$ cat src/design/base62_id_encoder_top_defines.svh
// ----------------------------------------------------------------------------
// base62_id_encoder_top_defines.svh
// Assertion macros used by the base-62 encoder controller.
// ----------------------------------------------------------------------------
`ifndef BASE62_ID_ENCODER_TOP_DEFINES_SVH
`define BASE62_ID_ENCODER_TOP_DEFINES_SVH

// same-cycle implication, sampled on clk, off while arst_n is low
`define B62_ASSERT_NOW(lbl, ante, cons, msg) \
	lbl: assert property (@(posedge clk) disable iff (!arst_n) (ante) |-> (cons)) \
		else $error(msg);

// next-cycle implication
`define B62_ASSERT_NEXT(lbl, ante, cons, msg) \
	lbl: assert property (@(posedge clk) disable iff (!arst_n) (ante) |=> (cons)) \
		else $error(msg);

`endif

$ cat src/design/b62enc_pkg.sv
// ----------------------------------------------------------------------------
// b62enc_pkg
// Types, constants and the digit-to-character map of the base-62 encoder.
// ----------------------------------------------------------------------------
package b62enc_pkg;

	localparam int CHUNK_BITS = 21;
	localparam int DIG_W      = 6;
	localparam int X_W        = DIG_W + CHUNK_BITS;
	localparam int RECIP_W    = 28;
	localparam int DIV_SHIFT  = 33;
	// ceil(2^33 / 62); exact quotient for every x below 62 * 2^21
	localparam logic [RECIP_W-1:0] RECIP = 28'd138547333;

	localparam logic [DIG_W-1:0] UPPER_START = 6'd26;
	localparam logic [DIG_W-1:0] DIGIT_START = 6'd52;
	localparam logic [6:0]       CH_LOWER    = 7'd97;
	localparam logic [6:0]       CH_UPPER    = 7'd65;
	localparam logic [6:0]       CH_DIGIT    = 7'd48;

	typedef enum logic [1:0] {
		ST_IDLE,
		ST_DIV,
		ST_EMIT
	} state_t;

	typedef struct packed {
		logic load;
		logic step;
		logic last_chunk;
		logic pop;
	} cmd_t;

	typedef struct packed {
		logic quot_nz;
	} sts_t;

	function automatic logic [6:0] digit_to_ascii(input logic [DIG_W-1:0] d);
		logic [6:0] c;
		if (d < UPPER_START) begin
			c = 7'(CH_LOWER + 7'(d));
		end else if (d < DIGIT_START) begin
			c = 7'(CH_UPPER + 7'(d - UPPER_START));
		end else begin
			c = 7'(CH_DIGIT + 7'(d - DIGIT_START));
		end
		return c;
	endfunction

endpackage

$ cat src/design/b62enc_dp.sv
// ----------------------------------------------------------------------------
// b62enc_dp
// Datapath: chunked long division by 62 and a digit stack, MSD on top.
// ----------------------------------------------------------------------------
module b62enc_dp #(
	parameter int ID_BITS    = 63,
	parameter int MAX_DIGITS = 11
) (
	input  logic                clk,
	input  logic [ID_BITS-1:0]  id_value,
	input  b62enc_pkg::cmd_t    cmd,
	output b62enc_pkg::sts_t    sts,
	output logic [6:0]          char_code
);
	import b62enc_pkg::*;

	localparam int CHUNKS = (ID_BITS + CHUNK_BITS - 1) / CHUNK_BITS;
	localparam int W      = CHUNKS * CHUNK_BITS;
	localparam int PROD_W = X_W + RECIP_W;

	logic [W-1:0]          val_q;
	logic [DIG_W-1:0]      rem_q;
	logic                  nz_q;
	logic [DIG_W-1:0]      digs_q [MAX_DIGITS];

	logic [X_W-1:0]        x;
	logic [PROD_W-1:0]     prod;
	logic [CHUNK_BITS-1:0] q;
	logic [DIG_W-1:0]      r;

	assign x    = {rem_q, val_q[W-1 -: CHUNK_BITS]};
	assign prod = PROD_W'(x) * PROD_W'(RECIP);
	assign q    = prod[DIV_SHIFT +: CHUNK_BITS];
	// x - 62q, low bits only: -62q == 2q mod 64
	assign r    = DIG_W'(x[DIG_W-1:0] + {q[DIG_W-2:0], 1'b0});

	assign sts.quot_nz = nz_q | (|q);
	assign char_code   = digit_to_ascii(digs_q[0]);

	always_ff @(posedge clk) begin
		if (cmd.load) begin
			val_q <= W'(id_value);
			rem_q <= '0;
			nz_q  <= 1'b0;
		end else if (cmd.step) begin
			val_q <= (val_q << CHUNK_BITS) | W'(q);
			rem_q <= cmd.last_chunk ? '0 : r;
			nz_q  <= cmd.last_chunk ? 1'b0 : (nz_q | (|q));
		end
	end

	always_ff @(posedge clk) begin
		if (cmd.step && cmd.last_chunk) begin
			digs_q[0] <= r;
			for (int i = 1; i < MAX_DIGITS; i++) begin
				digs_q[i] <= digs_q[i-1];
			end
		end else if (cmd.pop) begin
			for (int i = 0; i < MAX_DIGITS - 1; i++) begin
				digs_q[i] <= digs_q[i+1];
			end
		end
	end

endmodule

$ cat src/design/b62enc_ctrl.sv
// ----------------------------------------------------------------------------
// b62enc_ctrl
// Controller: load, per-chunk division steps, digit count, word emission.
// ----------------------------------------------------------------------------
module b62enc_ctrl #(
	parameter int ID_BITS    = 63,
	parameter int MAX_DIGITS = 11
) (
	input  logic             clk,
	input  logic             arst_n,
	input  logic             in_valid,
	output logic             in_ready,
	output logic             out_valid,
	input  logic             out_ready,
	output logic             last_char,
	output b62enc_pkg::cmd_t cmd,
	input  b62enc_pkg::sts_t sts
);
	import b62enc_pkg::*;
	`include "base62_id_encoder_top_defines.svh"

	localparam int CHUNKS = (ID_BITS + CHUNK_BITS - 1) / CHUNK_BITS;
	localparam int CW     = (CHUNKS > 1) ? $clog2(CHUNKS) : 1;
	localparam int NW     = $clog2(MAX_DIGITS + 1);

	state_t        state_q, state_n;
	logic [CW-1:0] chunk_q;
	logic [NW-1:0] count_q;
	logic          last_chunk;
	logic          more;

	assign last_chunk = (chunk_q == CW'(CHUNKS - 1));
	assign more       = sts.quot_nz && (count_q < NW'(MAX_DIGITS - 1));

	always_comb begin
		state_n = state_q;
		unique case (state_q)
			ST_IDLE: begin
				if (in_valid) state_n = ST_DIV;
			end
			ST_DIV: begin
				if (last_chunk && !more) state_n = ST_EMIT;
			end
			ST_EMIT: begin
				if (out_ready && count_q == NW'(1)) state_n = ST_IDLE;
			end
			default: state_n = ST_IDLE;
		endcase
	end

	always_comb begin
		in_ready       = 1'b0;
		out_valid      = 1'b0;
		cmd.load       = 1'b0;
		cmd.step       = 1'b0;
		cmd.last_chunk = last_chunk;
		cmd.pop        = 1'b0;
		unique case (state_q)
			ST_IDLE: begin
				in_ready = 1'b1;
				cmd.load = in_valid;
			end
			ST_DIV: begin
				cmd.step = 1'b1;
			end
			ST_EMIT: begin
				out_valid = 1'b1;
				cmd.pop   = out_ready;
			end
			default: ;
		endcase
	end

	assign last_char = (count_q == NW'(1));

	always_ff @(posedge clk or negedge arst_n) begin
		if (!arst_n) begin
			state_q <= ST_IDLE;
			chunk_q <= '0;
			count_q <= '0;
		end else begin
			state_q <= state_n;
			if (cmd.load) begin
				chunk_q <= '0;
				count_q <= '0;
			end else if (cmd.step) begin
				chunk_q <= last_chunk ? '0 : CW'(chunk_q + 1'b1);
				if (last_chunk) count_q <= NW'(count_q + 1'b1);
			end else if (cmd.pop) begin
				count_q <= NW'(count_q - 1'b1);
			end
		end
	end

	`B62_ASSERT_NOW(a_emit_count, out_valid, count_q != '0, "word shown with empty digit stack")
	`B62_ASSERT_NOW(a_one_side, in_ready, !out_valid, "input taken while words pending")
	`B62_ASSERT_NEXT(a_load_div, in_valid && in_ready, state_q == ST_DIV && chunk_q == '0,
		"accepted id did not start division")
	`B62_ASSERT_NOW(a_count_cap, state_q == ST_EMIT, count_q <= NW'(MAX_DIGITS),
		"digit count beyond stack depth")

endmodule

$ cat src/design/base62_id_encoder_top.sv
// An id of n base-62 digits is divided in 21-bit chunks, with one 27x28 reciprocal
// multiply per cycle; then its first word appears.
// Words follow one per cycle while out_ready is high; the next id is taken in
// the cycle after the last word is accepted.
// Reset (arst_n low, asynchronous) returns the controller to idle, ready for input.
// ----------------------------------------------------------------------------
// base62_id_encoder_top
// Encodes a non-negative id as base-62 ASCII, most significant character first.
// ----------------------------------------------------------------------------
module base62_id_encoder_top #(
	parameter int ID_BITS    = 63,
	parameter int MAX_DIGITS = 11
) (
	input  logic               clk,
	input  logic               arst_n,
	input  logic               in_valid,
	output logic               in_ready,
	input  logic [ID_BITS-1:0] id_value,
	output logic               out_valid,
	input  logic               out_ready,
	output logic [6:0]         char_code,
	output logic               last_char
);
	import b62enc_pkg::*;

	cmd_t cmd;
	sts_t sts;

	b62enc_ctrl #(
		.ID_BITS    (ID_BITS),
		.MAX_DIGITS (MAX_DIGITS)
	) u_ctrl (
		.clk       (clk),
		.arst_n    (arst_n),
		.in_valid  (in_valid),
		.in_ready  (in_ready),
		.out_valid (out_valid),
		.out_ready (out_ready),
		.last_char (last_char),
		.cmd       (cmd),
		.sts       (sts)
	);

	b62enc_dp #(
		.ID_BITS    (ID_BITS),
		.MAX_DIGITS (MAX_DIGITS)
	) u_dp (
		.clk       (clk),
		.id_value  (id_value),
		.cmd       (cmd),
		.sts       (sts),
		.char_code (char_code)
	);

endmodule

$ cat config.mk
export PLATFORM = sky130hd
export DESIGN_NAME = base62_id_encoder_top
export DESIGN_NICKNAME = d
export VERILOG_FILES = /design/src/design/b62enc_pkg.sv /design/src/design/b62enc_dp.sv /design/src/design/b62enc_ctrl.sv /design/src/design/base62_id_encoder_top.sv
export VERILOG_INCLUDE_DIRS = /design/src /design/src/design
export SDC_FILE = /design/constraint.sdc
export NUM_CORES = 1
export LEC_CHECK = 0
export BUFFER_PORTS_ARGS = -buffer_cell sky130_fd_sc_hd__buf_2
export CAP_MARGIN = 20
export CORE_AREA = 2 2 168 187
export DETAILED_ROUTE_END_ITERATION = 10
export DIE_AREA = 0 0 170 189
export GPL_TIMING_DRIVEN = 0
export PLACE_DENSITY = 0.69
export SLEW_MARGIN = 30
export SYNTH_ARGS = -nofsm -noshare
export SYNTH_HDL_FRONTEND = slang
export SYNTH_SLANG_ARGS = --single-unit
export TNS_END_PERCENT = 50
$ cat constraint.sdc
create_clock -name clk -period 8.65 [get_ports clk]
set_input_delay 0 -clock clk [delete_from_list [all_inputs] [get_ports clk]]
set_output_delay 0 -clock clk [all_outputs]
set_load 0.02 [all_outputs]
==> results.cfg, run 1 <==
[route]
firstDrtPassIters = 5
vias = 10437
wl_per_cell_um = 17.7
via_per_inst = 5.46
drtIter0Drc = 651
drc = 0
drtAntennaViolNets = 0
wl_um = 33900

[synth]
synth_top_area_share_pct = 28.8
ys_seq_elements = 144
synth_edf_count = 129
synthTopCellsByCount = nand2_1 (236), ha_1 (218), inv_1 (183)
syn-cell-area_mm2 = 0.0134
synth_most_common_cell = nand2_1
synth_ff_type = edfxtp_1
yosysUniqueCellTypes = 73
async_flop_share_pct = 5.56
syn-num-nets = 1721
syn_area_per_cell_um2 = 9.92
yosysSeqAreaShare_pct = 31.3
synthTopCellsByArea = edfxtp_1 (29%), ha_1 (20%), fa_1 (12%), nand2_1 (6.6%), inv_1 (5.1%)
syn_inst = 1356
synth_top_area_cell = edfxtp_1
yosysWarnings = 0

[timing]
hold_violations = 0
final_max_slew_viol_count = 0
fin_tns_setup_ns = 0
fin_crit_ns = 7.40
rsz0062_at_grt = false
worst_slack_ns = 1.25
relSlewSlack_pct = 48.4
tightest_slew_ns = 0.763
setup_viol = 0
timing.fmax_ghz = 0.135
finClkSkew_ns = 0.0109
period_share_pct = 85.6

[die]
coreArea_mm2 = 0.0302
io_pins = 77
fp-row-count = 67
initial_core_util_pct = 44.6
die_x_um = 170
die_y_um = 189
dieArea_mm2 = 0.0321

[setup_path]
critPathKind = register to register
reg2regPathDepth = 24
path_buf_inv = 5
crit_top_cell = fa_1
reg2reg_from = u_dp.rem_q[2]
crit_path_start_kind = register
crit_path_end_kind = register
r2r_slack_ns = 1.25
cpMaxStageDelayCell = nor4b_1
required_ns = 8.84
crit_fanout = 9
arrival_ns = 7.59
timing.rr.end = u_dp.digs_q[0][5]
cp_cell_sequence = ha_1 > inv_1 > fa_1 > fa_1 > fa_1 > inv_1 > fa_1 > inv_1 > fa_1 > inv_1 > ha_1 > buf_2 > a21oi_1 > a211oi_1 > nor3_1 > nand2_1 > o211a_1 > nor4b_1 > ha_1 > a21o_1 > a21oi_1 > xor2_1 > xnor2_1 > mux2_2
path_delay_family = adder cells
cp_slowest_stage_delay_ns = 0.69

[global_routing]
grt_use_total_pct = 21.7
grt_start_max_net_pins = 53
grt_pass1_wl_um = 54300
grt-ovfl-total = 0
antenna_found_initial = 0
grt_pass1_vias = 10539

[hold_path]
hp-class = input port to register
holdPathStages = 3
holdPathEnd = u_dp.val_q[10]
hp-start = in_valid

[place]
gp_congestion = 0.960
io_buffers = 76
place_ws_ns = 1.30
dp_hpwl_um = 26700

[clocking]
cts_buffers = 17
cts_tree = built
cts-root-buf = clkbuf_16
clock_sinks = 144
clk_pin_slew_ns = 0.06
cts_buffer_depth = 2
clk_latency_ns = 0.43
htreeDepth = 4
cts_resized = 0

[layout]
drive_above_1_share_pct = 12.7
fillers = 2658
nNetsFinal = 1885
diodes = 0
area_delta_synth_final_pct = 15.9

[status]
outcome = completed

[run]
maxCapViolations = 0
registers in the layout, summed over array words and instances (netlist names):
name            cells
u_ctrl.chunk_q      2
u_ctrl.count_q      4
u_ctrl.state_q      2
u_dp.digs_q        66
u_dp.nz_q           1
u_dp.rem_q          6
u_dp.val_q         63
cell type report:
class	instances	area [µm²]	share of cell area [%]
tap	379	474	3.04
clock buffer	18	429	2.75
buffer	39	160	1.03
inverter	183	689	4.42
multi-input combinational	990	8390	53.8
timing repair buffer	145	1100	7.05
clock inverter	14	131	0.843
sequential	144	4210	27.0
worst max path at each step:
stage | endpoint | slack, ns | cells after the start | start
floorplan | u_dp.digs_q[0][5] | 2.31 | 24 | u_dp.rem_q[2]
global placement | u_dp.digs_q[0][5] | 1.38 | 24 | u_dp.rem_q[2]
detailed placement | u_dp.digs_q[0][5] | 1.30 | 24 | u_dp.rem_q[2]
CTS | u_dp.digs_q[0][5] | 1.24 | 24 | u_dp.rem_q[2]
global route | u_dp.digs_q[0][5] | 0.92 | 24 | u_dp.val_q[54]
finish | u_dp.digs_q[0][5] | 1.25 | 24 | u_dp.rem_q[2]
placed cells by master (no fill, tap or decap), types with 6 or more instances in the layout:
| cell type | instances |
|---|---|
| fa_1 | 80 |
| a21oi_1 | 68 |
| buf_2 | 84 |
| o21ai_0 | 32 |
| a22oi_1 | 7 |
| or3_1 | 7 |
| dfxtp_1 | 7 |
| and3_1 | 10 |
| nor2b_1 | 6 |
| edfxtp_1 | 129 |
| clkbuf_16 | 17 |
| a21o_1 | 15 |
| a211oi_1 | 9 |
| nor2_1 | 42 |
| inv_1 | 182 |
| o211ai_1 | 7 |
| mux2_2 | 60 |
| o21ai_1 | 13 |
| nor3_1 | 18 |
| nand2_1 | 235 |
| dfrtp_1 | 8 |
| clkbuf_1 | 30 |
| xnor2_1 | 17 |
| nand4_1 | 20 |
| ha_1 | 218 |
| nand3_1 | 20 |
| dlygate4sd3_1 | 67 |
| and2_1 | 9 |
metal layers:
metal  global-route usage, %  routed length [µm]
met5                       0                   0
met4                    9.83                1270
met3                    2.05                1350
met2                    36.4               16400
met1                    28.5               14900
what timing repair did:
item                      in CTS  in global routing
setup buffers                  0                  0
hold endpoints to repair      72                  0
hold buffers                  67                  0
worst register-to-register path: stages, from the launching register on:
cell and delay, ns:
dfxtp_1 0.47, ha_1 0.28, inv_1 0.07, fa_1 0.44
fa_1 0.50, fa_1 0.51, inv_1 0.05, fa_1 0.49
inv_1 0.05, fa_1 0.53, inv_1 0.06, ha_1 0.27
buf_2 0.17, a21oi_1 0.35, a211oi_1 0.20, nor3_1 0.19
nand2_1 0.10, o211a_1 0.23, nor4b_1 0.69, ha_1 0.40
a21o_1 0.19, a21oi_1 0.17, xor2_1 0.23, xnor2_1 0.19
mux2_2 0.32
metrics by stage:
stage	instance area (µm²)	hold slack (ns)	std cells	utilization, %
6_report	15600	0.0855	1912	51.7
5_1_grt	15600	0.103	1912	51.7
4_1_cts	15600	0.0424	1912	51.7
3_5_place_dp	14400	-0.140	1813	47.6
3_3_place_gp	14300	-0.146	1811	47.4
2_1_floorplan	13400	-0.296	1356	-
logic make-up after synthesis:
family | Yosys count | synth area share [%]
xor+xnor | 21 | 1.37
flops | 144 | 31.3
buf+inv | 222 | 6.30
simple gates | 403 | 13.9
mux | 61 | 5.10
compound gates | 207 | 9.82
fa+ha+maj | 298 | 32.2
Power of run 1 is left out: the tool's default activity adds up to more than one toggle a clock period on the data nets, which glitch-free logic cannot reach.
==> run 2: changes to the inputs <==
CORE_AREA = 2 2 176 178   (was 2 2 168 187)
DIE_AREA = 0 0 178 180   (was 0 0 170 189)
clock period = 9.5 ns   (was 8.65 ns; I/O delays follow)
==> results.cfg, run 2 (synthesis results as in run 1) <==
[route]
firstDrtPassIters = 6
met3_length_um = 2500
met2WireLength_um = 16900
via_per_inst = 5.58
wl_per_cell_um = 18.7
drtAntennaViolNets = 0
wl_met1_um = 15600
drtIter0Drc = 859
wl_um = 36100
drc = 0
vias = 10750
top_layer_used = met4

[hold_path]
holdPathStages = 3
hp-start = in_valid
holdPathEnd = u_dp.val_q[10]
hp-class = input port to register

[clocking]
cts_buffers = 17
cts_buffer_depth = 2
cts_tree = built
cts-root-buf = clkbuf_16
cts_setup_buffers = 0
clk_latency_ns = 0.43
htreeDepth = 4
cts_resized = 0
clock_sinks = 144
clk_pin_slew_ns = 0.07
ctsHoldBuffers = 65

[timing]
relSlewSlack_pct = 48.7
timing.fmax_ghz = 0.138
finClkSkew_ns = 0.0142
setup_viol = 0
fin_tns_setup_ns = 0
rsz0062_at_grt = false
fin_crit_ns = 7.23
fin_hold_ws_ns = 0.0324
worst_slack_ns = 2.27
tightest_slew_ns = 0.769
hold_violations = 0
period_share_pct = 76.1
final_max_slew_viol_count = 0

[setup_path]
cp_cell_sequence = ha_1 > ha_1 > inv_1 > fa_1 > inv_1 > fa_1 > fa_1 > inv_1 > fa_1 > inv_1 > ha_1 > buf_2 > nand3_1 > nor2_1 > a32oi_1 > nand2_1 > o211a_1 > nor4b_2 > ha_1 > a21o_1 > a21oi_1 > xor2_1 > xnor2_1 > mux2_2
cp_slowest_stage_delay_ns = 0.57
r2r_slack_ns = 2.27
crit_path_start_kind = register
path_buf_inv = 5
reg2regPathDepth = 24
arrival_ns = 7.41
reg2reg_from = u_dp.val_q[54]
required_ns = 9.68
path_delay_family = adder cells
critPathKind = register to register
crit_path_end_kind = register
cpMaxStageDelayCell = nor4b_2
crit_fanout = 9
timing.rr.end = u_dp.digs_q[0][5]

[place]
gp_congestion = 0.983
io_buffers = 76
place_ws_ns = 2.03
dpl_cell_area_mm2 = 0.0144
dp_hpwl_um = 27600

[layout]
nNetsFinal = 1883
multiInputGateArea_mm2 = 0.00840
area_delta_synth_final_pct = 16.5
fin_area_mm2 = 0.0157
reg_top3 = u_dp.digs_q (66), u_dp.val_q (63), u_dp.rem_q (6)
fillers = 2613
drive_above_1_share_pct = 12.9
final_common_cell = nand2_1
regMostFlops = u_dp.digs_q
final_cell_mix = nand2_1 (235), ha_1 (218), inv_1 (182), edfxtp_1 (129), buf_2 (84)
diodes = 0
largest_reg_flops = 66
regArea_mm2 = 0.00421

[global_routing]
grt_start_max_net_pins = 50
grt-ovfl-total = 0
grt_use_total_pct = 23.3
grt_pass1_wl_um = 57800
grt_pass1_vias = 10847
antenna_found_initial = 0

[die]
dieArea_mm2 = 0.0320
fp-row-count = 64
io_pins = 77
coreArea_mm2 = 0.0302
die_y_um = 180
initial_core_util_pct = 44.5
die_x_um = 178

[status]
outcome = completed

[run]
maxCapViolations = 0
run 2: worst register-to-register path, cell delays in order (launching register included):
cell and delay [ns]:
edfxtp_1 0.55, ha_1 0.27, ha_1 0.31, inv_1 0.10, fa_1 0.56, inv_1 0.10
fa_1 0.51, fa_1 0.52, inv_1 0.06, fa_1 0.53, inv_1 0.04, ha_1 0.28
buf_2 0.18, nand3_1 0.14, nor2_1 0.09, a32oi_1 0.33, nand2_1 0.16, o211a_1 0.25
nor4b_2 0.57, ha_1 0.38, a21o_1 0.19, a21oi_1 0.17, xor2_1 0.20, xnor2_1 0.18
mux2_2 0.32
run 2: worst max-delay path by stage:
stage / from / to / slack, ns / cells after the start
finish: u_dp.val_q[54] / u_dp.digs_q[0][5] / 2.27 / 24
global route: u_dp.val_q[54] / u_dp.digs_q[0][5] / 1.97 / 24
CTS: u_dp.val_q[54] / u_dp.digs_q[0][5] / 2.00 / 24
detailed placement: u_dp.val_q[54] / u_dp.digs_q[0][5] / 2.03 / 24
global placement: u_dp.val_q[54] / u_dp.digs_q[0][5] / 2.02 / 24
floorplan: u_dp.rem_q[2] / u_dp.digs_q[0][5] / 3.16 / 24
run 2: cell type report:
cell class	count	area share [%]
clock inverter	15	1.27
multi-input combinational	990	53.6
tap	396	3.16
clock buffer	17	2.72
inverter	183	4.40
timing repair buffer	143	6.89
sequential	144	26.9
buffer	39	1.02
run 2: layer usage:
| metal | vias up | global-route usage (%) |
|---|---|---|
| met3 | 68 | 4.15 |
| met4 | 0 | 7.84 |
| li1 | 5061 | - |
| met5 | - | 0 |
| met2 | 438 | 37.3 |
| met1 | 5183 | 31.9 |
run 2: metrics by stage:
step                      utilization, %  std cells
after global routing                51.9       1927
after global placement              47.4       1828
after detailed placement            47.6       1830
after CTS                           51.9       1927
final                               51.9       1927
after floorplan                        -       1356
Power of run 2 is left out for the same reason.
==> run 3: changes to the inputs <==
PLACE_DENSITY = 0.72   (was 0.69)
clock period = 5.91 ns   (was 9.5 ns; I/O delays follow)
==> results.cfg, run 3 (synthesis results as in run 1) <==
[clocking]
cts_buffers = 17
cts_tree = built
cts_buffer_depth = 2
clk_latency_ns = 0.43
cts-root-buf = clkbuf_16
htreeDepth = 4
clock_sinks = 144
clk_pin_slew_ns = 0.07

[place]
gp_congestion = 0.923
dp_hpwl_um = 28400
dpl_cell_area_mm2 = 0.0145
place_ws_ns = -1.23
io_buffers = 76

[setup_path]
arrival_ns = 6.64
crit_path_end_kind = register
cpMaxStageDelayCell = fa_1
crit_fanout = 8
r2r_slack_ns = -0.55
crit_top_cell = ha_1
critPathKind = register to register
crit_end = u_dp.digs_q[0][5]
required_ns = 6.10
reg2regPathDepth = 23
reg2reg_from = u_dp.rem_q[3]
cp_cell_sequence = ha_1 > fa_1 > fa_2 > inv_1 > fa_2 > fa_1 > inv_1 > ha_1 > ha_1 > buf_2 > nand4_1 > nor4_4 > a32oi_4 > nand2_2 > buf_4 > nor4_2 > nor4b_4 > ha_1 > a21o_1 > a21oi_2 > xor2_2 > xnor2_2 > mux2_4
crit_path_start_kind = register
cp_slowest_stage_delay_ns = 0.56
timing.rr.end = u_dp.digs_q[0][5]
crit_start = u_dp.rem_q[3]

[layout]
fillers = 2440
largest_reg_flops = 66
regMostFlops = u_dp.digs_q
final_core_util_pct = 56.5
final_cell_mix = nand2_1 (230), ha_1 (194), inv_1 (171), edfxtp_1 (129), buf_2 (80)
fin_area_mm2 = 0.0171
drive_above_1_share_pct = 23.9
reg_top3 = u_dp.digs_q (66), u_dp.val_q (63), u_dp.rem_q (6)
diodes = 0
area_delta_synth_final_pct = 26.8
final_common_cell = nand2_1
nNetsFinal = 1949

[timing]
finClkSkew_ns = 0.0124
tightest_slew_ns = 0.874
hold_violations = 0
setup_viol = 9
fin_hold_ws_ns = 0.0552
final_max_slew_viol_count = 0
rsz0062_at_grt = true
timing.fmax_ghz = 0.155
relSlewSlack_pct = 41.8
worst_slack_ns = -0.547
period_share_pct = 109
fin_crit_ns = 6.46

[die]
die_y_um = 180
coreArea_mm2 = 0.0302
dieArea_mm2 = 0.0320
die_x_um = 178
io_pins = 77
fp-row-count = 64
initial_core_util_pct = 44.5

[status]
outcome = complete, but fails checks
violations = setup timing

[route]
drtAntennaViolNets = 0
drtIter0Drc = 840
vias = 11271
drc = 0
via_per_inst = 5.66
wl_per_cell_um = 20.0
firstDrtPassIters = 5
wl_um = 39800

[hold_path]
hp-start = in_valid
hp-class = input port to register

[global_routing]
grt_start_max_net_pins = 55
antenna_found_initial = 0
grt_pass1_wl_um = 61100
grt_pass1_vias = 11284
grt_use_total_pct = 25.0
grt-ovfl-total = 0

[run]
maxCapViolations = 0
==> run 3: per-layer routing <==
metal | track usage (%) | vias to the layer above | wire length (µm)
met4 | 9.15 | 0 | 1350
met1 | 32.7 | 5477 | 16400
met2 | 41.4 | 514 | 19400
li1 | - | 5197 | -
met3 | 4.08 | 83 | 2670
met5 | 0 | - | 0
==> run 3: worst min path at each step <==
stage	end	cells past startpoint	slack, ns
after floorplan	u_ctrl.chunk_q[0]	0	-0.30
after global placement	u_ctrl.chunk_q[0]	1	-0.13
after detailed placement	u_ctrl.chunk_q[1]	1	-0.13
after CTS	u_dp.val_q[10]	3	0.01
after global routing	u_dp.val_q[10]	3	0.07
final	u_dp.val_q[10]	3	0.06
==> run 3: worst max-delay path, delay by kind of cell, from the launching register on <==
family                     cells  cell delay [ns]
buffers and inverters          4             0.43
muxes                          1             0.29
xor gates and xnor gates       2             0.33
adders and majority gates      8             3.20
AOI/OAI and AO/OA              3             0.52
and+or+nand+nor                5             1.08
DFF                            1             0.37
==> run 3: final cells by class <==
cell class	instances	area [µm²]	share of cell area, %
repair buffers	211	1610	9.46
plain buffers	37	170	0.998
clock inverters	15	208	1.22
inverters	183	692	4.06
flip-flops and latches	144	4230	24.8
well taps	396	495	2.91
multi-input cells	990	9220	54.1
clock buffers	17	425	2.49
==> run 3: what timing repair did <==
action,CTS,global route
hold buffers,65,0
hold endpoints to repair,71,0
setup endpoints to repair,21,20
pin swaps,48,26
gates cloned,1,0
buffers inserted,42,26
gates resized for setup,116,53
==> run 3: through the flow <==
step,TNS (ns),instances
3_3_place_gp,-10.31,1828
6_report,-3.42,1993
3_5_place_dp,-10.95,1830
2_1_floorplan,0,1356
4_1_cts,-2.49,1968
5_1_grt,-4.99,1993
Power of run 3 is left out for the same reason.
